## config.mk

```make
export PLATFORM = sky130hd
export DESIGN_NAME = rdfs_shade
export DESIGN_NICKNAME = d
export VERILOG_FILES = /design/src/rtl/core/rdfs_pkg.sv /design/src/rtl/core/rdfs_shade.sv
export SDC_FILE = /design/constraint.sdc
export NUM_CORES = 1
export LEC_CHECK = 0
export BUFFER_PORTS_ARGS = -buffer_cell sky130_fd_sc_hd__buf_2
export CAP_MARGIN = 20
export CORE_AREA = 2 2 178 214
export CTS_CLUSTER_DIAMETER = 100
export CTS_CLUSTER_SIZE = 24
export DETAILED_ROUTE_END_ITERATION = 8
export DIE_AREA = 0 0 180 216
export PLACE_DENSITY = 0.62
export SETUP_SLACK_MARGIN = 0.5
export SLEW_MARGIN = 20
export SYNTH_ARGS = -nofsm -noshare
export SYNTH_HDL_FRONTEND = slang
export SYNTH_SLANG_ARGS = --single-unit
```

## constraint.sdc

```tcl
create_clock -name clock -period 10 [get_ports clock]
set_input_delay 2 -clock clock [delete_from_list [all_inputs] [get_ports clock]]
set_output_delay 2 -clock clock [all_outputs]
set_load 0.01 [all_outputs]
```

## src/rtl/core/rdfs_pkg.sv

```systemverilog
`timescale 1ns / 1ps
// ----------------------------------------------------------------------------
// Row distance fog shader package
// Word types, register codes and fixed widths shared by the shader pipeline.
// ----------------------------------------------------------------------------
package rdfs_pkg;

   // field widths of the request and response words
   localparam int ROW_W      = 12;
   localparam int CHAN_W     = 8;
   localparam int COLOR_W    = 24;

   // register widths
   localparam int IMG_H_W    = 13;
   localparam int EYE_W      = 21;
   localparam int SCALE_W    = 16;
   localparam int FADE_K_W   = 24;
   localparam int CSR_INDEX_W = 3;
   localparam int CSR_DATA_W = 24;

   // register indexes
   localparam logic [CSR_INDEX_W-1:0] CSR_IMAGE_HEIGHT  = 3'd0;
   localparam logic [CSR_INDEX_W-1:0] CSR_EYE_HEIGHT    = 3'd1;
   localparam logic [CSR_INDEX_W-1:0] CSR_HEIGHT_SCALE  = 3'd2;
   localparam logic [CSR_INDEX_W-1:0] CSR_FADE_DISTANCE = 3'd3;
   localparam logic [CSR_INDEX_W-1:0] CSR_FLOOR_COLOR   = 3'd4;
   localparam logic [CSR_INDEX_W-1:0] CSR_CEILING_COLOR = 3'd5;

   // register reset values
   localparam logic [IMG_H_W-1:0]  IMG_H_RESET  = 13'd480;
   localparam logic [EYE_W-1:0]    EYE_RESET    = 21'd0;
   localparam logic [SCALE_W-1:0]  SCALE_RESET  = 16'd4096;
   localparam logic [FADE_K_W-1:0] FADE_K_RESET = 24'd256;
   localparam logic [COLOR_W-1:0]  COLOR_RESET  = 24'd0;

   // datapath widths
   localparam int HS_W       = IMG_H_W + SCALE_W;   // image_height * height_scale
   localparam int EV_W       = EYE_W + 1 + 6;       // +/- eye_height * 64
   localparam int DEN_W      = 14;                  // 2*row - image_height, signed
   localparam int NUM_W      = 32;                  // numerator, signed
   localparam int ANUM_W     = 31;                  // numerator magnitude
   localparam int DIST_DVD_W = 26;                  // magnitude / 32
   localparam int DIST_DVS_W = 13;                  // denominator magnitude
   localparam int DIST_Q_W   = 20;                  // Q12.8 distance
   localparam int SQ_W       = 2 * DIST_Q_W;
   localparam int DSQ_W      = 24;                  // Q16.8 distance squared
   localparam int SUM_W      = FADE_K_W + 1;

   localparam logic [DIST_Q_W-1:0] DIST_MAX = '1;
   localparam logic [DSQ_W-1:0]    DSQ_MAX  = '1;

   // quotient bits resolved per divider stage
   localparam int DIV_STEP   = 3;

   typedef struct packed {
      logic             op;
      logic [ROW_W-1:0] row;
   } req_type;

   typedef struct packed {
      logic [ROW_W-1:0]   row_out;
      logic [COLOR_W-1:0] shaded_color;
   } rsp_type;

   // control carried alongside the arithmetic
   typedef struct packed {
      logic             op;
      logic [ROW_W-1:0] row;
      logic             kill;   // force black
      logic             sat;    // distance saturates
   } side_type;

endpackage

```

## src/rtl/core/rdfs_shade.sv

```systemverilog
`timescale 1ns / 1ps
// ----------------------------------------------------------------------------
// Color fade stage
// Scales each channel of the chosen base color by the fade factor and
// registers the response word.
// ----------------------------------------------------------------------------
module rdfs_shade import rdfs_pkg::*; #(
   parameter int FADE_FRAC_BITS = 16
) (
   input  logic                      clock,
   input  logic                      reset,
   input  logic                      in_valid,
   input  logic [FADE_FRAC_BITS:0]   in_fade,
   input  side_type                  in_side,
   input  logic [COLOR_W-1:0]        floor_color,
   input  logic [COLOR_W-1:0]        ceiling_color,
   output logic                      out_valid,
   output rsp_type                   out_word
);

   logic    valid_ff;
   rsp_type word_ff, word_in;

   always_comb begin
      logic [FADE_FRAC_BITS:0]        fade;
      logic [COLOR_W-1:0]             base;
      logic [CHAN_W+FADE_FRAC_BITS:0] prod;
      logic [CHAN_W:0]                chan;
      fade = in_side.kill ? '0 : in_fade;
      base = in_side.op ? floor_color : ceiling_color;
      word_in.row_out = in_side.row;
      word_in.shaded_color = '0;
      for (int c = 0; c < COLOR_W / CHAN_W; c++) begin
         prod = (CHAN_W + FADE_FRAC_BITS + 1)'(base[c*CHAN_W +: CHAN_W])
              * (CHAN_W + FADE_FRAC_BITS + 1)'(fade);
         chan = prod[CHAN_W+FADE_FRAC_BITS:FADE_FRAC_BITS];
         word_in.shaded_color[c*CHAN_W +: CHAN_W] = chan[CHAN_W] ? '1 : chan[CHAN_W-1:0];
      end
   end

   always_ff @(posedge clock) begin
      if (reset) begin
         valid_ff <= 1'b0;
      end else begin
         valid_ff <= in_valid;
      end
   end

   always_ff @(posedge clock) begin
      word_ff <= word_in;
   end

   assign out_valid = valid_ff;
   assign out_word  = word_ff;

endmodule

```

==> metrics.md <==
| Metric | Value |
|---|---|
| Distinct cells, synth | 57 |
| 1st-iter DRT viols | 355 |
| TritonCTS buffer count | 5 |
| Global route overflow | 0 |
| Height of the die | 216 µm |
| DRT Wirelength | 29500 µm |
| GP Congestion | 0.792 |
| Post-Synth XOR/XNOR Area | 1.43% |
| Pwr/cell area | 114 nW/µm² |
| Worst setup margin | 2320 ps |
| Hold Vio Cnt, Final | 0 |
| Clk root buf | clkbuf_16 |
| Global-route wire length before repair | 51200 µm |
| Hold_sp | in_side[5] |
| Period utilization | 76.8% |
| Hold path endpoint | out_word[27] |
| Nets@finish | 2070 |
| Slew Limit Headroom | 26.4% |
| Slowest-stage cell, CP | mux2i_2 |
| Worst EP arrival | 7820 ps |
| Main synth FF type | dfxtp_1 |
| CTS H-Tree Depth | 2 |
| Minimum clock period | 7680 ps |
| CTS tree | built |
| Initial antenna violation count | 3 |
| CTS clk-pin slew, worst paths | 60 ps |
| EDFF count, synth | 0 |
| I/O pin count | 120 |
| Global Route Usage Sum | 15.8% |
| Share of layout cells above drive strength 1 | 13.0% |
| Syn Nets | 1980 |
| FFs w/ async S/R, synth | 0% |
| Yosys reg bits | 37 |
| Least-Margin Pin Slew | 1100 ps |
| Crit end category | flop |
| CP Launch Type | input pin |
| Post-Syn Area | 12700 µm² |
| Die Width | 180 µm |
| Drt via density | 4.91 |
| CTS resizes | 0 |
| CTS max path bufs | 2 |
| Multiplexer share of the synthesized area | 2.40% |
| WL/cell | 14.3 µm |
| WP buf/inv | 3 |
| Post-synthesis adder-cell area fraction | 54.4% |
| Worst EP required | 10140 ps |
| Status | finished, final reports clean |
| Area Overhead vs Synth | 10.8% |
| Seq/Total Area, Yosys | 5.82% |
| Avg Cell Area, Syn | 8.47 µm² |
| Final setup viols | 0 |
| Fillers | 3780 |
| Largest family of logic cells by synthesized area | adder cells |
| Die ar. | 38900 µm² |
| Setup_tns | 0 ps |
| Buffers on Ports | 118 |
| Placement row count | 77 |
| Worst path max stage delay | 910 ps |
| Fmax | 0.130 GHz |
| Maximum vdd drop | 0.0599 mV |
| Most used cell, CP | fa_1 |
| Maxcap violations | 0 |
| Slew Limit Fails | 0 |
| Simple-gate share of the synthesized area | 18.2% |
| Critical path cell sequence | buf_2 > mux2i_2 > nor2_1 > fa_1 > fa_1 > fa_1 > inv_1 > fa_1 > inv_1 > ha_1 > a21oi_1 > a21boi_1 > a2111oi_4 > a211oi_4 > o21ai_2 > mux2i_1 > nor2_2 > o311ai_1 |
| Hold buffers post-CTS | 0 |
| Vias in the first global route | 10900 |
| Mapped Cells | 1504 |
| Yosys warnings | 0 |
| DRC violations left | 0 |
| Compound-cell area share of the yosys netlist | 6.49% |
| 1st-pass router iterations | 4 |
| Largest delay contributor family on the critical path | adder cells |
| Initial core utilization | 34.7% |
| CTS Sinks | 37 |
| Worst min-delay path class | in2reg |
| Crit-path max FO | 34 |
| WS Path Type | in2reg |
| Largest net degree at the start of global routing | 35 |
| DR vias | 10200 |
| HPWL Detailed | 23300 µm |
| Pre-CTS setup slack | 1960 ps |
| Final ANT Viol Nets | 0 |
| RSZ-0062 raised after global routing | no |
| Core area | 36700 µm² |
| Post-CTS Setup Inserts | 0 |
| Worst hold stages | 1 |
| Leak | 0.00758 µW |
kinds of logic after synthesis:
family          count (synthesis)
compound gates                117
xor+xnor                       20
fa+ha+maj                     393
buf+inv                       380
flops                          37
mux                            30
simple gates                  527
synth_stat cells (6+ instances only):
master / number / area (µm²)
or2_2: 26 / 163
o21ai_1: 9 / 45.0
o21bai_1: 6 / 45.0
clkbuf_1: 64 / 240
nor2_1: 346 / 1300
a21oi_1: 35 / 175
o21ai_0: 13 / 65.1
nor2b_1: 6 / 37.5
nand4_1: 8 / 50.1
mux2i_1: 26 / 260
nand2_1: 41 / 154
o21a_1: 6 / 45.0
ha_1: 126 / 1580
dfxtp_1: 37 / 741
nor3_1: 8 / 40.0
nand2b_1: 60 / 375
nand3_1: 16 / 80.1
a21o_1: 13 / 97.6
fa_1: 267 / 5350
inv_1: 312 / 1170
xnor2_1: 15 / 131
worst max-delay path by stage:
stage,endpoint,cells past startpoint,start
finish,out_word[15],18,in_side[14]
global route,out_word[15],18,in_side[14]
CTS,out_word[15],18,in_side[14]
detailed placement,out_word[15],18,in_side[14]
global placement,out_word[23],18,in_side[14]
floorplan,out_word[15],21,in_side[14]
metal layers:
layer / GRT usage, % / vias up / routed length [µm]
met4: 4.12 / 4 / 409
met5: 0 / - / 22
li1: - / 4698 / -
met3: 1.72 / 34 / 1450
met1: 20.1 / 5195 / 12400
met2: 28.5 / 240 / 15200
power by group:
part           internal [µW]  total [µW]  switching [µW]
clock network            124         188            63.8
registers                196         211            15.2
logic                    504        1210             707
total                    825        1610             786
cell usage in the layout (no fill, tap or decap), types with 5 or more instances in the layout:
master / instances
nor2_1: 346
inv_1: 312
fa_1: 267
ha_1: 126
buf_2: 118
nand2b_1: 59
nand2_1: 41
dfxtp_1: 37
a21oi_1: 35
buf_4: 33
or2_2: 26
mux2i_1: 21
nand3_1: 16
xnor2_1: 15
a21o_1: 13
o21ai_0: 13
o21ai_1: 9
nand4_1: 8
nor3_1: 8
nor2b_1: 6
o21bai_1: 6
o21a_1: 6
clkbuf_16: 5
sequential cells by signal, indices dropped and copies added, names as in the netlist:
name,count
out_word,36
out_valid,1
per-stage QoR:
stage                     hold WS (ps)  utilization (%)  area, µm²  instances  power [µW]
after detailed placement          2100             37.9      13900       2061        1430
final                             1810             38.4      14100       2070        1610
after global placement            2100             37.9      13900       2061        1410
after floorplan                   2030                -      12700       1504        1110
after CTS                         1780             38.4      14100       2069        1640
after global routing              1790             38.4      14100       2070        1820
cell type report:
class	instances	area, µm²	area share [%]
repair buffers	151	838	5.94
clock inverters	2	37.5	0.266
multi-input cells	1087	10600	75.0
clock buffers	6	139	0.984
well taps	474	593	4.20
flip-flops and latches	37	741	5.25
inverters	312	1170	8.30
diodes	1	2.50	0.0177
Power figures use the tool's default switching activity.
