### config.mk
export PLATFORM = sky130hd
export DESIGN_NAME = rdfs_front
export DESIGN_NICKNAME = d
export VERILOG_FILES = /design/src/rtl/core/rdfs_pkg.sv /design/src/rtl/core/rdfs_front.sv
export SDC_FILE = /design/constraint.sdc
export NUM_CORES = 1
export LEC_CHECK = 0
export BUFFER_PORTS_ARGS = -buffer_cell sky130_fd_sc_hd__buf_2
export CAP_MARGIN = 40
export CORE_ASPECT_RATIO = 1.2
export CORE_MARGIN = 3
export CORE_UTILIZATION = 35
export DETAILED_ROUTE_END_ITERATION = 6
export GPL_TIMING_DRIVEN = 0
export SKIP_LAST_GASP = 1
export SYNTH_ARGS = -nofsm -noshare
export SYNTH_HDL_FRONTEND = slang
export SYNTH_SLANG_ARGS = --single-unit
### constraint.sdc
create_clock -name clock -period 11 [get_ports clock]
set_input_delay 2.2 -clock clock [delete_from_list [all_inputs] [get_ports clock]]
set_output_delay 2.2 -clock clock [all_outputs]
set_load 0.01 [all_outputs]
### src/rtl/core/rdfs_pkg.sv
`timescale 1ns / 1ps
// ----------------------------------------------------------------------------
// Row distance fog shader package
// Word types, register codes and fixed widths shared by the shader pipeline.
// ----------------------------------------------------------------------------
package rdfs_pkg;

   // field widths of the request and response words
   localparam int ROW_W      = 12;
   localparam int CHAN_W     = 8;
   localparam int COLOR_W    = 24;

   // register widths
   localparam int IMG_H_W    = 13;
   localparam int EYE_W      = 21;
   localparam int SCALE_W    = 16;
   localparam int FADE_K_W   = 24;
   localparam int CSR_INDEX_W = 3;
   localparam int CSR_DATA_W = 24;

   // register indexes
   localparam logic [CSR_INDEX_W-1:0] CSR_IMAGE_HEIGHT  = 3'd0;
   localparam logic [CSR_INDEX_W-1:0] CSR_EYE_HEIGHT    = 3'd1;
   localparam logic [CSR_INDEX_W-1:0] CSR_HEIGHT_SCALE  = 3'd2;
   localparam logic [CSR_INDEX_W-1:0] CSR_FADE_DISTANCE = 3'd3;
   localparam logic [CSR_INDEX_W-1:0] CSR_FLOOR_COLOR   = 3'd4;
   localparam logic [CSR_INDEX_W-1:0] CSR_CEILING_COLOR = 3'd5;

   // register reset values
   localparam logic [IMG_H_W-1:0]  IMG_H_RESET  = 13'd480;
   localparam logic [EYE_W-1:0]    EYE_RESET    = 21'd0;
   localparam logic [SCALE_W-1:0]  SCALE_RESET  = 16'd4096;
   localparam logic [FADE_K_W-1:0] FADE_K_RESET = 24'd256;
   localparam logic [COLOR_W-1:0]  COLOR_RESET  = 24'd0;

   // datapath widths
   localparam int HS_W       = IMG_H_W + SCALE_W;   // image_height * height_scale
   localparam int EV_W       = EYE_W + 1 + 6;       // +/- eye_height * 64
   localparam int DEN_W      = 14;                  // 2*row - image_height, signed
   localparam int NUM_W      = 32;                  // numerator, signed
   localparam int ANUM_W     = 31;                  // numerator magnitude
   localparam int DIST_DVD_W = 26;                  // magnitude / 32
   localparam int DIST_DVS_W = 13;                  // denominator magnitude
   localparam int DIST_Q_W   = 20;                  // Q12.8 distance
   localparam int SQ_W       = 2 * DIST_Q_W;
   localparam int DSQ_W      = 24;                  // Q16.8 distance squared
   localparam int SUM_W      = FADE_K_W + 1;

   localparam logic [DIST_Q_W-1:0] DIST_MAX = '1;
   localparam logic [DSQ_W-1:0]    DSQ_MAX  = '1;

   // quotient bits resolved per divider stage
   localparam int DIV_STEP   = 3;

   typedef struct packed {
      logic             op;
      logic [ROW_W-1:0] row;
   } req_type;

   typedef struct packed {
      logic [ROW_W-1:0]   row_out;
      logic [COLOR_W-1:0] shaded_color;
   } rsp_type;

   // control carried alongside the arithmetic
   typedef struct packed {
      logic             op;
      logic [ROW_W-1:0] row;
      logic             kill;   // force black
      logic             sat;    // distance saturates
   } side_type;

endpackage

### src/rtl/core/rdfs_front.sv
`timescale 1ns / 1ps
// ----------------------------------------------------------------------------
// Shader front end
// Forms the distance numerator and denominator of a row and their magnitudes
// over four register stages, ready for the distance divider.
// ----------------------------------------------------------------------------
module rdfs_front import rdfs_pkg::*; (
   input  logic                    clock,
   input  logic                    reset,
   input  logic                    in_valid,
   input  req_type                 in_word,
   input  logic [IMG_H_W-1:0]      image_height,
   input  logic [EYE_W-1:0]        eye_height,
   input  logic [SCALE_W-1:0]      height_scale,
   output logic                    out_valid,
   output logic [DIST_DVD_W-1:0]   out_dividend,
   output logic [DIST_DVS_W-1:0]   out_divisor,
   output side_type                out_side
);

   // stage 1: capture
   logic             v1_ff, op1_ff;
   logic [ROW_W-1:0] row1_ff;

   // stage 2: products
   logic                    v2_ff, op2_ff;
   logic [ROW_W-1:0]        row2_ff;
   logic [HS_W-1:0]         hs2_ff, hs2_in;
   logic signed [EV_W-1:0]  ev2_ff, ev2_in;
   logic signed [DEN_W-1:0] den2_ff, den2_in;

   // stage 3: numerator
   logic                    v3_ff, op3_ff;
   logic [ROW_W-1:0]        row3_ff;
   logic signed [NUM_W-1:0] num3_ff, num3_in;
   logic signed [DEN_W-1:0] den3_ff;

   // stage 4: magnitudes
   logic                  v4_ff;
   logic [DIST_DVD_W-1:0] dvd4_ff;
   logic [DIST_DVS_W-1:0] dvs4_ff;
   side_type              side4_ff, side4_in;
   logic [DIST_DVD_W-1:0] dvd4_in;
   logic [DIST_DVS_W-1:0] dvs4_in;

   always_comb begin
      logic signed [EYE_W:0] eye_ext;
      logic signed [EYE_W:0] eye_sel;
      eye_ext = {eye_height[EYE_W-1], eye_height};
      eye_sel = op1_ff ? -eye_ext : eye_ext;
      ev2_in  = {eye_sel, 6'b0};
      hs2_in  = HS_W'(image_height) * HS_W'(height_scale);
      den2_in = $signed({1'b0, row1_ff, 1'b0}) - $signed({1'b0, image_height});
   end

   assign num3_in = NUM_W'(ev2_ff) - $signed({2'b0, hs2_ff, 1'b0});

   always_comb begin
      logic signed [NUM_W-1:0] num_neg;
      logic signed [DEN_W-1:0] den_neg;
      logic [ANUM_W-1:0]       num_mag;
      num_neg = -num3_ff;
      den_neg = -den3_ff;
      num_mag = num3_ff[NUM_W-1] ? num_neg[ANUM_W-1:0] : num3_ff[ANUM_W-1:0];
      dvd4_in = num_mag[ANUM_W-1:5];
      dvs4_in = den3_ff[DEN_W-1] ? den_neg[DIST_DVS_W-1:0] : den3_ff[DIST_DVS_W-1:0];
      side4_in.op   = op3_ff;
      side4_in.row  = row3_ff;
      side4_in.kill = (den3_ff == '0);
      // quotient would not fit in the distance field
      side4_in.sat  = (DIST_DVS_W'(dvd4_in[DIST_DVD_W-1:DIST_Q_W]) >= dvs4_in);
   end

   always_ff @(posedge clock) begin
      if (reset) begin
         v1_ff <= 1'b0;
         v2_ff <= 1'b0;
         v3_ff <= 1'b0;
         v4_ff <= 1'b0;
      end else begin
         v1_ff <= in_valid;
         v2_ff <= v1_ff;
         v3_ff <= v2_ff;
         v4_ff <= v3_ff;
      end
   end

   always_ff @(posedge clock) begin
      op1_ff   <= in_word.op;
      row1_ff  <= in_word.row;
      op2_ff   <= op1_ff;
      row2_ff  <= row1_ff;
      hs2_ff   <= hs2_in;
      ev2_ff   <= ev2_in;
      den2_ff  <= den2_in;
      op3_ff   <= op2_ff;
      row3_ff  <= row2_ff;
      num3_ff  <= num3_in;
      den3_ff  <= den2_ff;
      dvd4_ff  <= dvd4_in;
      dvs4_ff  <= dvs4_in;
      side4_ff <= side4_in;
   end

   assign out_valid    = v4_ff;
   assign out_dividend = dvd4_ff;
   assign out_divisor  = dvs4_ff;
   assign out_side     = side4_ff;

endmodule

==> impl_metrics.json <==
{
  "irDropWorstVdd_uv": 178,
  "syn_area_um2": 14600,
  "hp-start": "op3_ff$_DFF_P_",
  "synth.avg_cell_area_um2": 9.27,
  "p_leak_uw": 0.00794,
  "post_cts.repair.setup_buffers": 0,
  "final_setup_violation_count": 0,
  "port_buffer_count": 118,
  "area_delta_synth_final_pct": 13.2,
  "dpl-instance-area_um2": 15900,
  "layout.cells.non_filler": 2269,
  "drtPass1Iterations": 5,
  "critical_path_class": "in -> reg",
  "kind_of_start_point_of_the_critical_path": "input pin",
  "critical_path_required_ps": 11400,
  "timing.final.max_slew_violations": 0,
  "layout_worst_path_cycle_share_pct": 73.2,
  "gp_congestion": 0.903,
  "num-nets-final": 2057,
  "track_usage_pct": 16.1,
  "synth.ff_latch_count": 207,
  "setup.worst_path.start": "image_height[6]",
  "post_drt_via_cell_ratio": 4.74,
  "finalWirelength_mm": 35.1,
  "iter_0_drt_violations": 510,
  "post-route-min-period_ps": 8060,
  "post_synth_inst_count": 1575,
  "setup.worst_path.end_class": "flop",
  "die-height_um": 230,
  "post-place-cells": 2232,
  "number_of_remaining_drc_errors": 0,
  "root_buffer": "clkbuf_16",
  "floorplan.io_pins": 121,
  "clk_latency_ps": 530,
  "synthesis_warnings": 0,
  "postSynth.topFlopCell": "dfxtp_1",
  "hold-worst-slack_ps": 325,
  "final.setup.tns_ps": 0,
  "hold_path_depth": 0,
  "post_route_cells_drive_above_1_share_pct": 9.43,
  "final_hold_violating_endpoints": 0,
  "cap_violations": 0,
  "worst-endpoint-arrival_ps": 8450,
  "grt_first_pass_wirelength_mm": 57.3,
  "worst_clock_skew_ps": 38.7,
  "worst-slew-pin-transition_ps": 796,
  "grt_overflow_total": 0,
  "critical_path.max_fanout": 10,
  "cts_hold_buffers": 0,
  "run_status": "finished, final reports clean",
  "timing.rr.start": "num3_ff[1]$_DFF_P_",
  "htree_levels": 1,
  "cts-resized-gates": 0,
  "multiInputGateArea_um2": 9210,
  "clk_transition_reported_paths_ps": 60,
  "p_per_area_nw_per_um2": 283,
  "place.detailed.hpwl_mm": 28.9,
  "grt_start_max_net_pins": 17,
  "timing.max_slew.rel_slack_pct": 46.2,
  "num_vias": 10700,
  "fp-row-count": 81,
  "post_drt_wl_per_cell_um": 15.5,
  "number_of_distinct_library_cell_variants_in_the_gate_level_netlist_after_synthesis": 63,
  "clk_path_buf_depth": 3,
  "ff2ff_path_depth": 14,
  "grt_setup_unrepaired": "false",
  "fmax_ghz": 0.124,
  "final-seq-area_um2": 4140,
  "horizontal_die_dimension_um": 192,
  "synthArstFlopShare_pct": 0,
  "cts_buf_count": 21,
  "synth_enable_flop_cells": 0,
  "n_fill_cell": 4171,
  "grt_antenna_before_repair": 3,
  "core_region_area_um2": 40900,
  "tritoncts_clock_tree": "done",
  "fp.dieArea_um2": 44200,
  "cts.sinks": 207,
  "start_util_pct": 35.7,
  "synth.net_count": 1916,
  "first_global_vias": 11300,
  "antenna_violating_nets_post_route": 0,
  "holdCritPathClass": "reg -> reg",
  "final_area_um2": 16500,
  "seq_area_frac_synth_pct": 28.4
}
[worst max-delay path, stage by stage]
cell and delay, ps:
clkbuf_1 440, clkbuf_1 590, nand2_1 170, fa_1 570
inv_1 50, fa_1 500, inv_1 50, fa_1 460
fa_1 520, fa_1 540, inv_1 40, ha_1 280
clkbuf_1 190, a211oi_1 240, o211ai_1 190, a211oi_1 600
o21ai_0 350, a41o_1 330, xnor2_1 120
[synthesized netlist by cell type, drive strengths merged (3+ instances only)]
cell     instances  area share (%)
inv            280             7.2
dfxtp          207              28
nand2          178             4.6
fa             155              21
ha             120              10
and2            96             4.1
xnor2           89             5.3
o21ai           60             2.1
clkbuf          49             1.3
a21oi           47             1.6
nor2            46             1.2
nor3            19            0.65
xor2            19             1.1
a21o            18            0.93
nand3           14            0.48
a211oi          13            0.67
o31ai           13            0.70
nor2b           11            0.47
or4             11            0.62
a31oi           10            0.43
o41ai           10            0.73
nor4             9            0.39
nand4            8            0.34
o21a             8            0.41
or3              8            0.38
nand2b           7            0.30
o21bai           7            0.36
a2111oi          6            0.36
and3             6            0.26
a21boi           4            0.21
mux2i            4            0.27
a211o            3            0.18
a221oi           3            0.18
nand4b           3            0.28
o221ai           3            0.18
or2              3            0.13
[cell type report]
| cell class | instances | area share [%] |
|---|---|---|
| Inverter | 280 | 6.36 |
| Tap cell | 539 | 4.08 |
| Multi-Input combinational cell | 1038 | 55.7 |
| Clock inverter | 7 | 0.348 |
| Buffer | 50 | 1.18 |
| Antenna cell | 1 | 0.0151 |
| Clock buffer | 29 | 3.60 |
| Timing Repair Buffer | 118 | 3.57 |
| Sequential cell | 207 | 25.1 |
[path summary, 6_finish.rpt]
| check | slack, ps | to |
|---|---|---|
| max | 2940 | hs2_ff[28]$_DFF_P_ |
| min | 320 | out_side[14]$_DFF_P_ |
| max reg2reg | 7370 | out_side[0]$_DFF_P_ |
| min reg2reg | 320 | out_side[14]$_DFF_P_ |
[per-stage QoR]
stage	worst slack, ps	utilization (%)	total power [uW]
after floorplan	3620	-	3320
after global placement	2540	38.7	3960
after detailed placement	2450	38.7	3990
after CTS	3000	40.3	4710
after global routing	2570	40.3	5180
final	2940	40.3	4670
[layer usage]
metal,routed length (um),track usage [%]
met5,21,0
met3,1550,2.01
met2,16900,28.1
met4,1220,6.06
met1,15400,20.3
[report_power, final]
group / internal, uW / switching [uW] / total, uW
Combinational: 1200 / 1680 / 2880
Sequential: 1000 / 101 / 1110
Clock: 384 / 298 / 681
[sequential cells by signal (all words and copies together) (netlist names), 13 cells and up]
signal,flops
out_dividend,26
out_side,15
den2_ff,14
num3_ff,31
out_divisor,13
ev2_ff,22
den3_ff,14
hs2_ff,29
[logic make-up (layout without fill, tap and decap cells)]
kind of cell	Yosys count	count (layout)	synth area share (%)
adder cells (fa/ha/maj)	275	275	31.5
other	0	1	0
XOR/XNOR	108	108	6.48
buffers and inverters	330	484	8.54
multiplexers	4	4	0.274
AND/OR/NAND/NOR	425	425	14.5
AO/OA/AOI/OAI	226	226	10.3
flip-flops	207	207	28.4
[cells in the final DEF, fill, tap and decap left out, drive strengths merged, types with 46 or more instances in the layout]
master / count
a21oi: 47
xnor2: 89
dfxtp: 207
nand2: 178
nor2: 46
fa: 155
buf: 119
o21ai: 60
clkbuf: 78
inv: 285
and2: 96
ha: 120
Note: power is estimated with default switching activity, not from simulation.
