--- src/rtl/core/rdfs_div.sv ---
`timescale 1ns / 1ps
// ----------------------------------------------------------------------------
// Pipelined restoring divider
// Resolves STEP quotient bits per register stage; one division enters per
// cycle. The top dividend bits above the quotient must be below the divisor.
// ----------------------------------------------------------------------------
module rdfs_div #(
   parameter int DVD_W  = 26,
   parameter int DVS_W  = 13,
   parameter int QUO_W  = 20,
   parameter int STEP   = 3,
   parameter int SIDE_W = 1
) (
   input  logic              clock,
   input  logic              reset,
   input  logic              in_valid,
   input  logic [DVD_W-1:0]  in_dividend,
   input  logic [DVS_W-1:0]  in_divisor,
   input  logic [SIDE_W-1:0] in_side,
   output logic              out_valid,
   output logic [QUO_W-1:0]  out_quotient,
   output logic [SIDE_W-1:0] out_side
);

   localparam int STAGES = (QUO_W + STEP - 1) / STEP;

   // stage boundaries: index s feeds stage s, index STAGES is the result
   logic              valid_b [STAGES+1];
   logic [DVS_W-1:0]  rem_b   [STAGES+1];
   logic [QUO_W-1:0]  bits_b  [STAGES+1];
   logic [QUO_W-1:0]  quo_b   [STAGES+1];
   logic [DVS_W-1:0]  dvs_b   [STAGES+1];
   logic [SIDE_W-1:0] side_b  [STAGES+1];

   assign valid_b[0] = in_valid;
   assign rem_b[0]   = DVS_W'(in_dividend[DVD_W-1:QUO_W]);
   assign bits_b[0]  = in_dividend[QUO_W-1:0];
   assign quo_b[0]   = '0;
   assign dvs_b[0]   = in_divisor;
   assign side_b[0]  = in_side;

   for (genvar s = 0; s < STAGES; s++) begin : g_stage
      logic              valid_ff;
      logic [DVS_W-1:0]  rem_ff, rem_in;
      logic [QUO_W-1:0]  bits_ff, bits_in;
      logic [QUO_W-1:0]  quo_ff, quo_in;
      logic [DVS_W-1:0]  dvs_ff;
      logic [SIDE_W-1:0] side_ff;

      always_comb begin
         logic [DVS_W:0]   trial;
         logic [DVS_W-1:0] rem;
         logic [QUO_W-1:0] bits;
         logic [QUO_W-1:0] quo;
         rem   = rem_b[s];
         bits  = bits_b[s];
         quo   = quo_b[s];
         trial = '0;
         for (int j = 0; j < STEP; j++) begin
            if (s * STEP + j < QUO_W) begin
               trial = {rem, bits[QUO_W-1]};
               if (trial >= {1'b0, dvs_b[s]}) begin
                  rem = DVS_W'(trial - {1'b0, dvs_b[s]});
                  quo = {quo[QUO_W-2:0], 1'b1};
               end else begin
                  rem = trial[DVS_W-1:0];
                  quo = {quo[QUO_W-2:0], 1'b0};
               end
               bits = {bits[QUO_W-2:0], 1'b0};
            end
         end
         rem_in  = rem;
         bits_in = bits;
         quo_in  = quo;
      end

      always_ff @(posedge clock) begin
         if (reset) begin
            valid_ff <= 1'b0;
         end else begin
            valid_ff <= valid_b[s];
         end
      end

      always_ff @(posedge clock) begin
         rem_ff  <= rem_in;
         bits_ff <= bits_in;
         quo_ff  <= quo_in;
         dvs_ff  <= dvs_b[s];
         side_ff <= side_b[s];
      end

      assign valid_b[s+1] = valid_ff;
      assign rem_b[s+1]   = rem_ff;
      assign bits_b[s+1]  = bits_ff;
      assign quo_b[s+1]   = quo_ff;
      assign dvs_b[s+1]   = dvs_ff;
      assign side_b[s+1]  = side_ff;
   end

   assign out_valid    = valid_b[STAGES];
   assign out_quotient = quo_b[STAGES];
   assign out_side     = side_b[STAGES];

endmodule

--- config.mk ---
export PLATFORM = sky130hd
export DESIGN_NAME = rdfs_div
export DESIGN_NICKNAME = d
export VERILOG_FILES = /design/src/rtl/core/rdfs_div.sv
export SDC_FILE = /design/constraint.sdc
export NUM_CORES = 1
export LEC_CHECK = 0
export ABC_CLOCK_PERIOD_IN_PS = 20500
export BUFFER_PORTS_ARGS = -buffer_cell sky130_fd_sc_hd__buf_2
export CORE_MARGIN = 2
export CORE_UTILIZATION = 59
export CTS_CLUSTER_DIAMETER = 50
export DETAILED_ROUTE_END_ITERATION = 7
export HOLD_SLACK_MARGIN = 0.12
export PLACE_DENSITY = 0.76
export SLEW_MARGIN = 10
export SYNTH_ARGS = -nofsm -noshare
export SYNTH_HDL_FRONTEND = slang
export SYNTH_SLANG_ARGS = --single-unit
--- constraint.sdc ---
create_clock -name clock -period 20.5 [get_ports clock]
set_input_delay 4.1 -clock clock [delete_from_list [all_inputs] [get_ports clock]]
set_output_delay 4.1 -clock clock [all_outputs]
set_load 0.02 [all_outputs]
==> flow_summary.toml, run 1 <==
[status]
run_status = "completed"

[layout]
antenna-diode-count = 0
layout-area-overhead-vs-synth_pct = 10.4
nets = 2615
final_layout_size_suffix_gt1_frac = 0.116
final.fill_count = 2723
finalNonFillerCells = 2773

[placement]
placed_cells_incl_taps = 2707
finalWeightedCongestion = 0.920
io_buffer_count = 64
dp.final_hpwl_um = 38200

[synthesis]
synth.avg_cell_area_sq_um = 8.99
yosys.area_share.adder = 0.178
synthesized_nets = 2539
post_synth_instance_area_sq_um = 20000
yosys_warnings = 0
post_synth_inst_count = 2223
synth.top_cells.by_area = "sky130_fd_sc_hd__dfxtp_1, sky130_fd_sc_hd__ha_1, sky130_fd_sc_hd__xnor2_1"
synth_cell_type_count = 79
yosys.area_share.simple = 0.130
post-synth-top-area-fraction = 0.311
post_synthesis_compound_gate_area_fraction = 0.187
synth-edff-count = 0
synthDominantAreaCellType = "sky130_fd_sc_hd__dfxtp_1"
synthMostInstantiatedCell = "sky130_fd_sc_hd__dfxtp_1"
largest_family_of_logic_cells_by_synthesized_area = "compound AO/OA/AOI/OAI gates"
synth_ff_type = "sky130_fd_sc_hd__dfxtp_1"
synth_xor_area_frac = 0.0771
synth_top_cells_by_count = "sky130_fd_sc_hd__dfxtp_1, sky130_fd_sc_hd__ha_1, sky130_fd_sc_hd__inv_1, sky130_fd_sc_hd__a21oi_1, sky130_fd_sc_hd__nor2_1"
yosys_register_bits = 310
async_set_or_reset_register_ratio_after_synthesis = 0
post_synth_mux_area_share = 0.0732
synth_sequential_area_ratio = 0.311

[setup_path]
path_common_cell = "sky130_fd_sc_hd__o21ai_0"
critical_path_required_ns = 20.94
startpoint_type = "primary input"
critical-path-slowest-cell = "sky130_fd_sc_hd__a2111oi_4"
critPathCaptureType = "register"
critPathMaxFanout = 19
arrival_ns = 11.71
critPathTopFamily = "compound AO/OA/AOI/OAI gates"
crit_buf_inv = 2
critical_path_class = "primary input to register"
cp_slowest_stage_delay_ns = 0.81

[clock_network]
numClockSinks = 310
ctsHoldBuffers = 0
insertion_delay_ns = 0.56
cts_tree = "yes"
cts-root-to-sink-buffers = 3
cts-resized-gates = 0
clock-root-buffer = "sky130_fd_sc_hd__clkbuf_16"
cts.reportedPaths.clkPinSlew_ns = 0.06
number_of_setup_buffers_added_after_cts = 0
clock_tree.htree_level_count = 2
number_of_buffers_inserted_during_clock_tree_synthesis = 38

[floorplan]
dieArea_sq_um = 35400
die_height_um = 188
rows = 67
initial_utilization = 0.597
top_level_ports = 65
fp.coreArea_sq_um = 33400
dieWidth_um = 188

[timing]
rsz_0062_raised_after_global_routing = "false"
finalCritPeriodShare = 0.550
fin_worst_hold_slack_ns = 0.317
final-setup-viol-count = 0
max_slew_margin = 0.185
finClkSkew_ns = 0.0132
final_period_minus_worst_setup_slack_ns = 11.27
hold_viol = 0
final_max_slew_viol_count = 0
achievable-frequency_mhz = 88.7
worst_slew_pin_slew_ns = 1.22
finalSetupTns_ns = 0

[routing]
vias = 16174
routed_via_density = 5.83
final_antenna_net_count = 0
drc = 0
wl_per_cell_um = 17.3
drt_pass1_iterations = 5
detail_route.wirelength_um = 48000
detail_route.iter0.violations = 1045

[global_routing]
antenna_violations_before_repair = 0
grt_remaining_overflow = 0
grt_pass1_wl_um = 77600
grt_start_max_net_pins = 23
first_global_vias = 15699
groute.usage.overall = 0.270

[min_path]
hold_path.class = "register to register"

[job]
maxCapViolCount = 0
-- metrics by stage --
stage / worst slack (ns) / area (sq um) / utilization
after floorplan: 10.17 / 20000 / -
after global placement: 8.90 / 20800 / 0.621
after detailed placement: 8.81 / 20800 / 0.621
after CTS: 9.33 / 22100 / 0.660
after global routing: 8.62 / 22100 / 0.660
final: 9.23 / 22100 / 0.660
-- cells by family (layout without fill, tap and decap cells) --
group	count (synthesis)	count (layout)
AO/OA/AOI/OAI	569	569
XOR/XNOR	176	176
adder cells (fa/ha/maj)	273	273
buffers and inverters	225	327
flip-flops	310	310
multiplexers	133	133
AND/OR/NAND/NOR	537	537
-- flip-flops by register name (all words and copies together) (netlist names) --
name,count
g_stage.dvs_ff,78
g_stage.rem_ff,78
g_stage.quo_ff,63
g_stage.bits_ff,57
out_quotient,20
g_stage.side_ff,6
g_stage.valid_ff,6
out_side,1
out_valid,1
-- area by class of cell --
| type | instances | area, sq um | area share |
|---|---|---|---|
| multi-input cells | 1688 | 12900 | 0.585 |
| flip-flops and latches | 310 | 6210 | 0.281 |
| clock buffers | 44 | 1010 | 0.0459 |
| inverters | 193 | 727 | 0.0330 |
| well taps | 448 | 561 | 0.0254 |
| repair buffers | 68 | 350 | 0.0159 |
| clock inverters | 22 | 292 | 0.0132 |
-- routing by layer --
layer,wire length (um),GRT usage,up-vias
li1,-,-,8110
met1,21200,0.334,7538
met2,22900,0.469,411
met3,2080,0.0412,115
met4,1820,0.111,0
met5,0,0,-
-- worst paths after layout --
| check | depth (start not counted) | slack [ns] | start | end |
|---|---|---|---|---|
| max | 26 | 9.23 | in_divisor[3] | g_stage[0].rem_ff[2] |
| min | 0 | 0.32 | g_stage[3].bits_ff[14] | g_stage[4].bits_ff[17] |
| max reg2reg | 29 | 11.59 | g_stage[4].dvs_ff[0] | g_stage[5].rem_ff[4] |
| min reg2reg | 0 | 0.32 | g_stage[3].bits_ff[14] | g_stage[4].bits_ff[17] |
-- placed cells by master (no fill, tap or decap), drive strengths merged, types with 12 or more instances in the layout --
cell type / instances
dfxtp: 310
ha: 254
inv: 201
a21oi: 176
nor2: 152
nand2: 131
o21ai: 130
xnor2: 126
mux2: 99
buf: 68
a21o: 53
xor2: 50
nor3: 45
nor2b: 44
clkbuf: 44
nand4: 37
mux2i: 34
o21a: 31
nand3: 29
nand2b: 28
a211oi: 22
fa: 19
or3: 16
and3: 13
o21bai: 13
o31ai: 13
a31oi: 12
a221o: 12
Power of run 1 is not shown: default switching activity piles up to over one toggle a cycle in this logic, so the estimate is an artifact.
==> run 2: changes to the inputs <==
--- a/config.mk
+++ b/config.mk
@@ -5,7 +5,7 @@
 export SDC_FILE = /design/constraint.sdc
 export NUM_CORES = 1
 export LEC_CHECK = 0
-export ABC_CLOCK_PERIOD_IN_PS = 20500
+export ABC_CLOCK_PERIOD_IN_PS = 11000
 export BUFFER_PORTS_ARGS = -buffer_cell sky130_fd_sc_hd__buf_2
 export CORE_MARGIN = 2
 export CORE_UTILIZATION = 59
==> constraint.sdc (replaced) <==
create_clock -name clock -period 11 [get_ports clock]
set_input_delay 2.2 -clock clock [delete_from_list [all_inputs] [get_ports clock]]
set_output_delay 2.2 -clock clock [all_outputs]
set_load 0.02 [all_outputs]
==> run 2 against run 1 <==
  * First-iteration DRC count up 0.86%
  * Global-route usage about the same
  * Hold slack worse by 0.0035 ns
  * Routed wire length down 0.20%
  * Count of clock-buffer cells in the layout up 8
  * Cell count up 0.22%
  * Critical path depth unchanged
  * Die area unchanged
  * Via count up 0.12%
  * Worst setup slack worse by 7.5 ns
==> flow_summary.toml, run 2 (synthesized netlist as in run 1, its figures left out) <==
[clock_network]
cts-root-to-sink-buffers = 3
numClockSinks = 310
clock_tree.htree_level_count = 2
number_of_buffers_inserted_during_clock_tree_synthesis = 39
cts-resized-gates = 0
cts.reportedPaths.clkPinSlew_ns = 0.06
clock-root-buffer = "sky130_fd_sc_hd__clkbuf_16"
cts_tree = "yes"
number_of_setup_buffers_added_after_cts = 0
insertion_delay_ns = 0.56
ctsHoldBuffers = 0

[setup_path]
critPathCaptureType = "register"
startpoint_type = "primary input"
worstSetupEndpoint = "g_stage[0].rem_ff[2]"
crit-reg2reg-capture = "g_stage[5].rem_ff[7]"
critical_path_class = "primary input to register"
critPathMaxFanout = 19
worst_reg_to_reg_cells = 29
worstReg2RegStart = "g_stage[4].dvs_ff[0]"
arrival_ns = 9.69
reg2reg_setup_slack_ns = 2.13
cp-startpoint = "in_divisor[3]"
critical_path_required_ns = 11.44

[timing]
final-setup-viol-count = 0
final_period_minus_worst_setup_slack_ns = 9.26
final_max_slew_viol_count = 0
finClkSkew_ns = 0.0152
finalCritPeriodShare = 0.842
rsz_0062_raised_after_global_routing = "false"
finalSetupTns_ns = 0
worst_slew_pin_slew_ns = 1.21
achievable-frequency_mhz = 108
max_slew_margin = 0.192
hold_viol = 0

[routing]
routed_via_density = 5.83
drc = 0
drt_pass1_iterations = 6
detail_route.wirelength_um = 47900
vias = 16193
wl_per_cell_um = 17.2
detail_route.iter0.violations = 1054
final_antenna_net_count = 0

[placement]
finalWeightedCongestion = 0.922
io_buffer_count = 64
dp.final_hpwl_um = 38200

[global_routing]
antenna_violations_before_repair = 0
grt_pass1_wl_um = 77500
groute.usage.overall = 0.270
grt_start_max_net_pins = 23
grt_remaining_overflow = 0
first_global_vias = 15854

[layout]
layout-area-overhead-vs-synth_pct = 10.4
reg.largest.list = "g_stage.dvs_ff x78, g_stage.rem_ff x78, g_stage.quo_ff x63"
final_layout_size_suffix_gt1_frac = 0.117
most-common-layout-cells = "sky130_fd_sc_hd__dfxtp_1, sky130_fd_sc_hd__ha_1, sky130_fd_sc_hd__inv_1, sky130_fd_sc_hd__a21oi_1, sky130_fd_sc_hd__nor2_1"
antenna-diode-count = 0
mostFrequentLayoutCell = "sky130_fd_sc_hd__dfxtp_1"
nets = 2616

[floorplan]
initial_utilization = 0.597
fp.coreArea_sq_um = 33400
dieWidth_um = 188
rows = 67
die_height_um = 188
top_level_ports = 65
dieArea_sq_um = 35400

[job]
maxCapViolCount = 0

[min_path]
worstHoldPathCells = 0
hold_start = "g_stage[3].quo_ff[3]"
hold_path.class = "register to register"

[status]
run_status = "completed"
run 2: changes by cell type in the layout (fill, tap and decap cells not counted), moves of 2 or more:
cell / change
sky130_fd_sc_hd__bufinv_16: -3
sky130_fd_sc_hd__inv_6: -2
sky130_fd_sc_hd__clkbuf_8: +3
sky130_fd_sc_hd__clkbuf_1: +3
sky130_fd_sc_hd__clkinvlp_4: +2
sky130_fd_sc_hd__clkbuf_16: +2
run 2: worst min-delay path by stage:
stage                             endpoint  slack [ns]
global route        g_stage[2].bits_ff[19]        0.32
global placement     g_stage[1].bits_ff[7]        0.31
detailed placement  g_stage[2].bits_ff[19]        0.31
floorplan           g_stage[1].bits_ff[10]        0.31
CTS                 g_stage[4].bits_ff[16]        0.31
finish                g_stage[4].quo_ff[6]        0.31
run 2: critical path, cell delays in order:
cell and delay [ns]:
sky130_fd_sc_hd__buf_2 0.09, sky130_fd_sc_hd__inv_1 0.08, sky130_fd_sc_hd__ha_1 0.38, sky130_fd_sc_hd__o21ai_0 0.15, sky130_fd_sc_hd__a211oi_1 0.25, sky130_fd_sc_hd__o21ai_1 0.16, sky130_fd_sc_hd__a21oi_1 0.76, sky130_fd_sc_hd__mux2i_1 0.34
sky130_fd_sc_hd__fa_1 0.52, sky130_fd_sc_hd__a211oi_1 0.29, sky130_fd_sc_hd__o211ai_1 0.18, sky130_fd_sc_hd__nand3_1 0.13, sky130_fd_sc_hd__a31oi_1 0.08, sky130_fd_sc_hd__o21ai_0 0.28, sky130_fd_sc_hd__nand2_2 0.32, sky130_fd_sc_hd__mux2_2 0.38
sky130_fd_sc_hd__ha_1 0.33, sky130_fd_sc_hd__nor2b_1 0.17, sky130_fd_sc_hd__o31a_1 0.27, sky130_fd_sc_hd__o41ai_1 0.22, sky130_fd_sc_hd__o21ai_0 0.15, sky130_fd_sc_hd__o21a_1 0.21, sky130_fd_sc_hd__o21a_1 0.19, sky130_fd_sc_hd__o31a_1 0.31
sky130_fd_sc_hd__a2111oi_4 0.79, sky130_fd_sc_hd__mux2_2 0.42
run 2: final cells by class:
type                            instances  area, sq um
Clock buffer                           52         1120
Clock inverter                         20          196
Fill cell                            2737        11400
Inverter                              193          727
Multi-Input combinational cell       1688        12900
Sequential cell                       310         6210
Tap cell                              448          561
Timing Repair Buffer                   68          350
run 2: per-layer routing:
layer	part of all wire	global-route usage
met3	0.048	0.0365
met2	0.47	0.465
met1	0.43	0.329
met4	0.050	0.141
met5	0	0
run 2: stage by stage:
step | setup WS (ns) | cells | util | hold slack [ns] | cell area [sq um]
floorplan | 2.57 | 2223 | - | 0.310 | 20000
finish | 1.74 | 2779 | 0.660 | 0.314 | 22100
global placement | 1.30 | 2707 | 0.621 | 0.310 | 20800
global route | 1.06 | 2779 | 0.660 | 0.320 | 22100
CTS | 1.80 | 2779 | 0.660 | 0.314 | 22100
detailed placement | 1.25 | 2707 | 0.621 | 0.312 | 20800
Power of run 2 is left out for the same reason.
==> run 3: changes to the inputs <==
--- a/config.mk
+++ b/config.mk
@@ -5,14 +5,15 @@
 export SDC_FILE = /design/constraint.sdc
 export NUM_CORES = 1
 export LEC_CHECK = 0
-export ABC_CLOCK_PERIOD_IN_PS = 11000
+export ABC_AREA = 1
+export ABC_CLOCK_PERIOD_IN_PS = 7650
 export BUFFER_PORTS_ARGS = -buffer_cell sky130_fd_sc_hd__buf_2
 export CORE_MARGIN = 2
-export CORE_UTILIZATION = 59
+export CORE_UTILIZATION = 58
 export CTS_CLUSTER_DIAMETER = 50
 export DETAILED_ROUTE_END_ITERATION = 7
 export HOLD_SLACK_MARGIN = 0.12
-export PLACE_DENSITY = 0.76
+export PLACE_DENSITY = 0.78
 export SLEW_MARGIN = 10
 export SYNTH_ARGS = -nofsm -noshare
 export SYNTH_HDL_FRONTEND = slang
==> constraint.sdc (replaced) <==
create_clock -name clock -period 7.65 [get_ports clock]
set_input_delay 1.53 -clock clock [delete_from_list [all_inputs] [get_ports clock]]
set_output_delay 1.53 -clock clock [all_outputs]
set_load 0.02 [all_outputs]
==> run 3 against run 2 <==
  * First-iteration DRC count is 33% higher
  * Cell count is 41% higher
  * Worst setup slack worse by 0.37 ns
  * Routed wire length is 20% higher
  * Highest routed layer unchanged
  * Synthesized cell count is 48% higher
  * Count of clock-buffer cells in the layout is 3 higher
  * Die area is 14% higher
  * Flip-flop and latch count stayed put
==> flow_summary.toml, run 3 <==
[setup_path]
worst_reg_to_reg_cells = 33
startpoint_type = "register"
arrival_ns = 6.76
critical_path_class = "register to register"
critical_path_required_ns = 8.14
critPathCaptureType = "register"
path_common_cell = "sky130_fd_sc_hd__nand2_1"
reg2reg_setup_slack_ns = 1.37
crit-reg2reg-capture = "g_stage[2].rem_ff[11]"
critPathMaxFanout = 25
critical-path-slowest-cell = "sky130_fd_sc_hd__dfxtp_1"
worstReg2RegStart = "g_stage[1].dvs_ff[0]"
cp_slowest_stage_delay_ns = 0.51

[synthesis]
synth_ff_type = "sky130_fd_sc_hd__dfxtp_1"
post_synth_instance_area_sq_um = 22500
async_set_or_reset_register_ratio_after_synthesis = 0
synthDominantAreaCellType = "sky130_fd_sc_hd__dfxtp_1"
synthMostInstantiatedCell = "sky130_fd_sc_hd__nand2_1"
synth_top_cells_by_count = "sky130_fd_sc_hd__nand2_1, sky130_fd_sc_hd__inv_1, sky130_fd_sc_hd__dfxtp_1, sky130_fd_sc_hd__ha_1, sky130_fd_sc_hd__nor2_1"
post_synth_inst_count = 3291
synth_cell_type_count = 48
synth.top_cells.by_area = "sky130_fd_sc_hd__dfxtp_1, sky130_fd_sc_hd__nand2_1, sky130_fd_sc_hd__ha_1"
synthesized_nets = 3607
synth_sequential_area_ratio = 0.276
post-synth-top-area-fraction = 0.276
synth-edff-count = 0
yosys_register_bits = 310
synth.avg_cell_area_sq_um = 6.84
yosys_warnings = 0

[clock_network]
ctsHoldBuffers = 0
cts-root-to-sink-buffers = 3
cts_tree = "yes"
clock_tree.htree_level_count = 2
cts-resized-gates = 0
clock-root-buffer = "sky130_fd_sc_hd__clkbuf_16"
number_of_buffers_inserted_during_clock_tree_synthesis = 43
number_of_setup_buffers_added_after_cts = 0
insertion_delay_ns = 0.57
cts.reportedPaths.clkPinSlew_ns = 0.06
numClockSinks = 310

[floorplan]
rows = 72
die_height_um = 201
dieWidth_um = 201
dieArea_sq_um = 40400
initial_utilization = 0.585
fp.coreArea_sq_um = 38500
top_level_ports = 65

[min_path]
hold_start = "g_stage[3].bits_ff[13]"
hold_path.class = "register to register"
min_delay_endpoint = "g_stage[4].bits_ff[16]"
worstHoldPathCells = 0

[routing]
drt_pass1_iterations = 6
drc = 0
dr.max_layer_used = "met4"
detail_route.wirelength_um = 57500
met2_length_um = 27400
final_antenna_net_count = 0
routed_via_density = 5.36
vias = 20989
wl_per_cell_um = 14.7
detail_route.iter0.violations = 1397
met1Wirelength_um = 24600
wl_met3_um = 2920

[layout]
final.fill_count = 3492
reg.largest.list = "g_stage.dvs_ff x78, g_stage.rem_ff x78, g_stage.quo_ff x63"
nets = 3682
antenna-diode-count = 0
layout-area-overhead-vs-synth_pct = 9.84
fin_area_sq_um = 24700
mostFrequentLayoutCell = "sky130_fd_sc_hd__nand2_1"
final_layout_size_suffix_gt1_frac = 0.0694
layout.area.seq_sq_um = 6210
multi_input_area_sq_um = 14200
most-common-layout-cells = "sky130_fd_sc_hd__nand2_1, sky130_fd_sc_hd__inv_1, sky130_fd_sc_hd__dfxtp_1, sky130_fd_sc_hd__ha_1, sky130_fd_sc_hd__nor2_1"
final_core_util = 0.643

[placement]
dp.final_hpwl_um = 46600
io_buffer_count = 64
finalWeightedCongestion = 0.967
pre_cts_slack_ns = 1.10
detailed_place.area_sq_um = 23200

[timing]
finalSetupTns_ns = 0
worst_slew_pin_slew_ns = 0.618
rsz_0062_raised_after_global_routing = "false"
max_slew_margin = 0.584
finClkSkew_ns = 0.0268
fin_ws_ns = 1.37
hold_viol = 0
final_max_slew_viol_count = 0
final-setup-viol-count = 0
achievable-frequency_mhz = 159
final_period_minus_worst_setup_slack_ns = 6.28
finalCritPeriodShare = 0.821

[status]
run_status = "completed"

[global_routing]
grt_pass1_wl_um = 95200
first_global_vias = 20201
grt_start_max_net_pins = 26
antenna_violations_before_repair = 1
grt_remaining_overflow = 0
groute.usage.overall = 0.285

[job]
maxCapViolCount = 0
[run 3: cell types whose count changed in the layout (fill, tap and decap cells not counted), moves of 25 or more]
cell and delta:
sky130_fd_sc_hd__o21a_1 -30, sky130_fd_sc_hd__nand2_1 +939, sky130_fd_sc_hd__mux2i_1 -33, sky130_fd_sc_hd__a21o_1 -35
sky130_fd_sc_hd__nor3_1 -25, sky130_fd_sc_hd__nand4_1 +27, sky130_fd_sc_hd__inv_1 +277, sky130_fd_sc_hd__nand3_1 +154
sky130_fd_sc_hd__xnor2_1 -57, sky130_fd_sc_hd__xor2_1 +45, sky130_fd_sc_hd__mux2_2 -96, sky130_fd_sc_hd__nor2_1 +69
sky130_fd_sc_hd__nor2b_1 -44, sky130_fd_sc_hd__nand2b_1 -26
[run 3: worst max path at each step]
stage / from / to / slack [ns] / cells after the start
after detailed placement: in_divisor[6] / g_stage[0].rem_ff[0] / 1.10 / 30
after CTS: g_stage[1].dvs_ff[0] / g_stage[2].rem_ff[11] / 1.43 / 33
after global placement: in_divisor[1] / g_stage[0].rem_ff[10] / 1.23 / 33
final: g_stage[1].dvs_ff[0] / g_stage[2].rem_ff[11] / 1.37 / 33
after global routing: g_stage[1].dvs_ff[0] / g_stage[2].rem_ff[10] / 0.74 / 33
after floorplan: in_dividend[19] / g_stage[0].rem_ff[4] / 1.83 / 39
[run 3: cell type report]
class	count	area share
clock buffer	55	0.0491
inverter	479	0.0727
multi-input combinational	2467	0.576
clock inverter	24	0.0111
timing repair buffer	65	0.0133
sequential	310	0.251
tap	518	0.0262
[run 3: per-stage QoR]
| stage | std cells | hold WS, ns |
|---|---|---|
| after floorplan | 3291 | 0.310 |
| after global placement | 3839 | 0.310 |
| after detailed placement | 3839 | 0.312 |
| after CTS | 3918 | 0.299 |
| after global routing | 3918 | 0.312 |
| final | 3918 | 0.302 |
[run 3: metal layers]
metal,global-route usage,up-vias
met3,0.0310,176
li1,-,10699
met4,0.135,0
met5,0,-
met1,0.348,9487
met2,0.500,627
[run 3: cell families after synthesis]
| logic type | Yosys count | share of synthesized area |
|---|---|---|
| simple gates | 1653 | 0.318 |
| buf+inv | 514 | 0.0910 |
| compound gates | 377 | 0.0928 |
| flops | 310 | 0.276 |
| fa+ha+maj | 273 | 0.158 |
| xor+xnor | 164 | 0.0638 |
[run 3: critical path: cells and delay by family, from the launching register on]
| kind | cells | cell delay (ns) |
|---|---|---|
| flops | 1 | 0.51 |
| fa+ha+maj | 4 | 1.28 |
| simple gates | 20 | 2.58 |
| buf+inv | 4 | 0.50 |
| compound gates | 5 | 1.32 |
Power of run 3 is left out for the same reason.
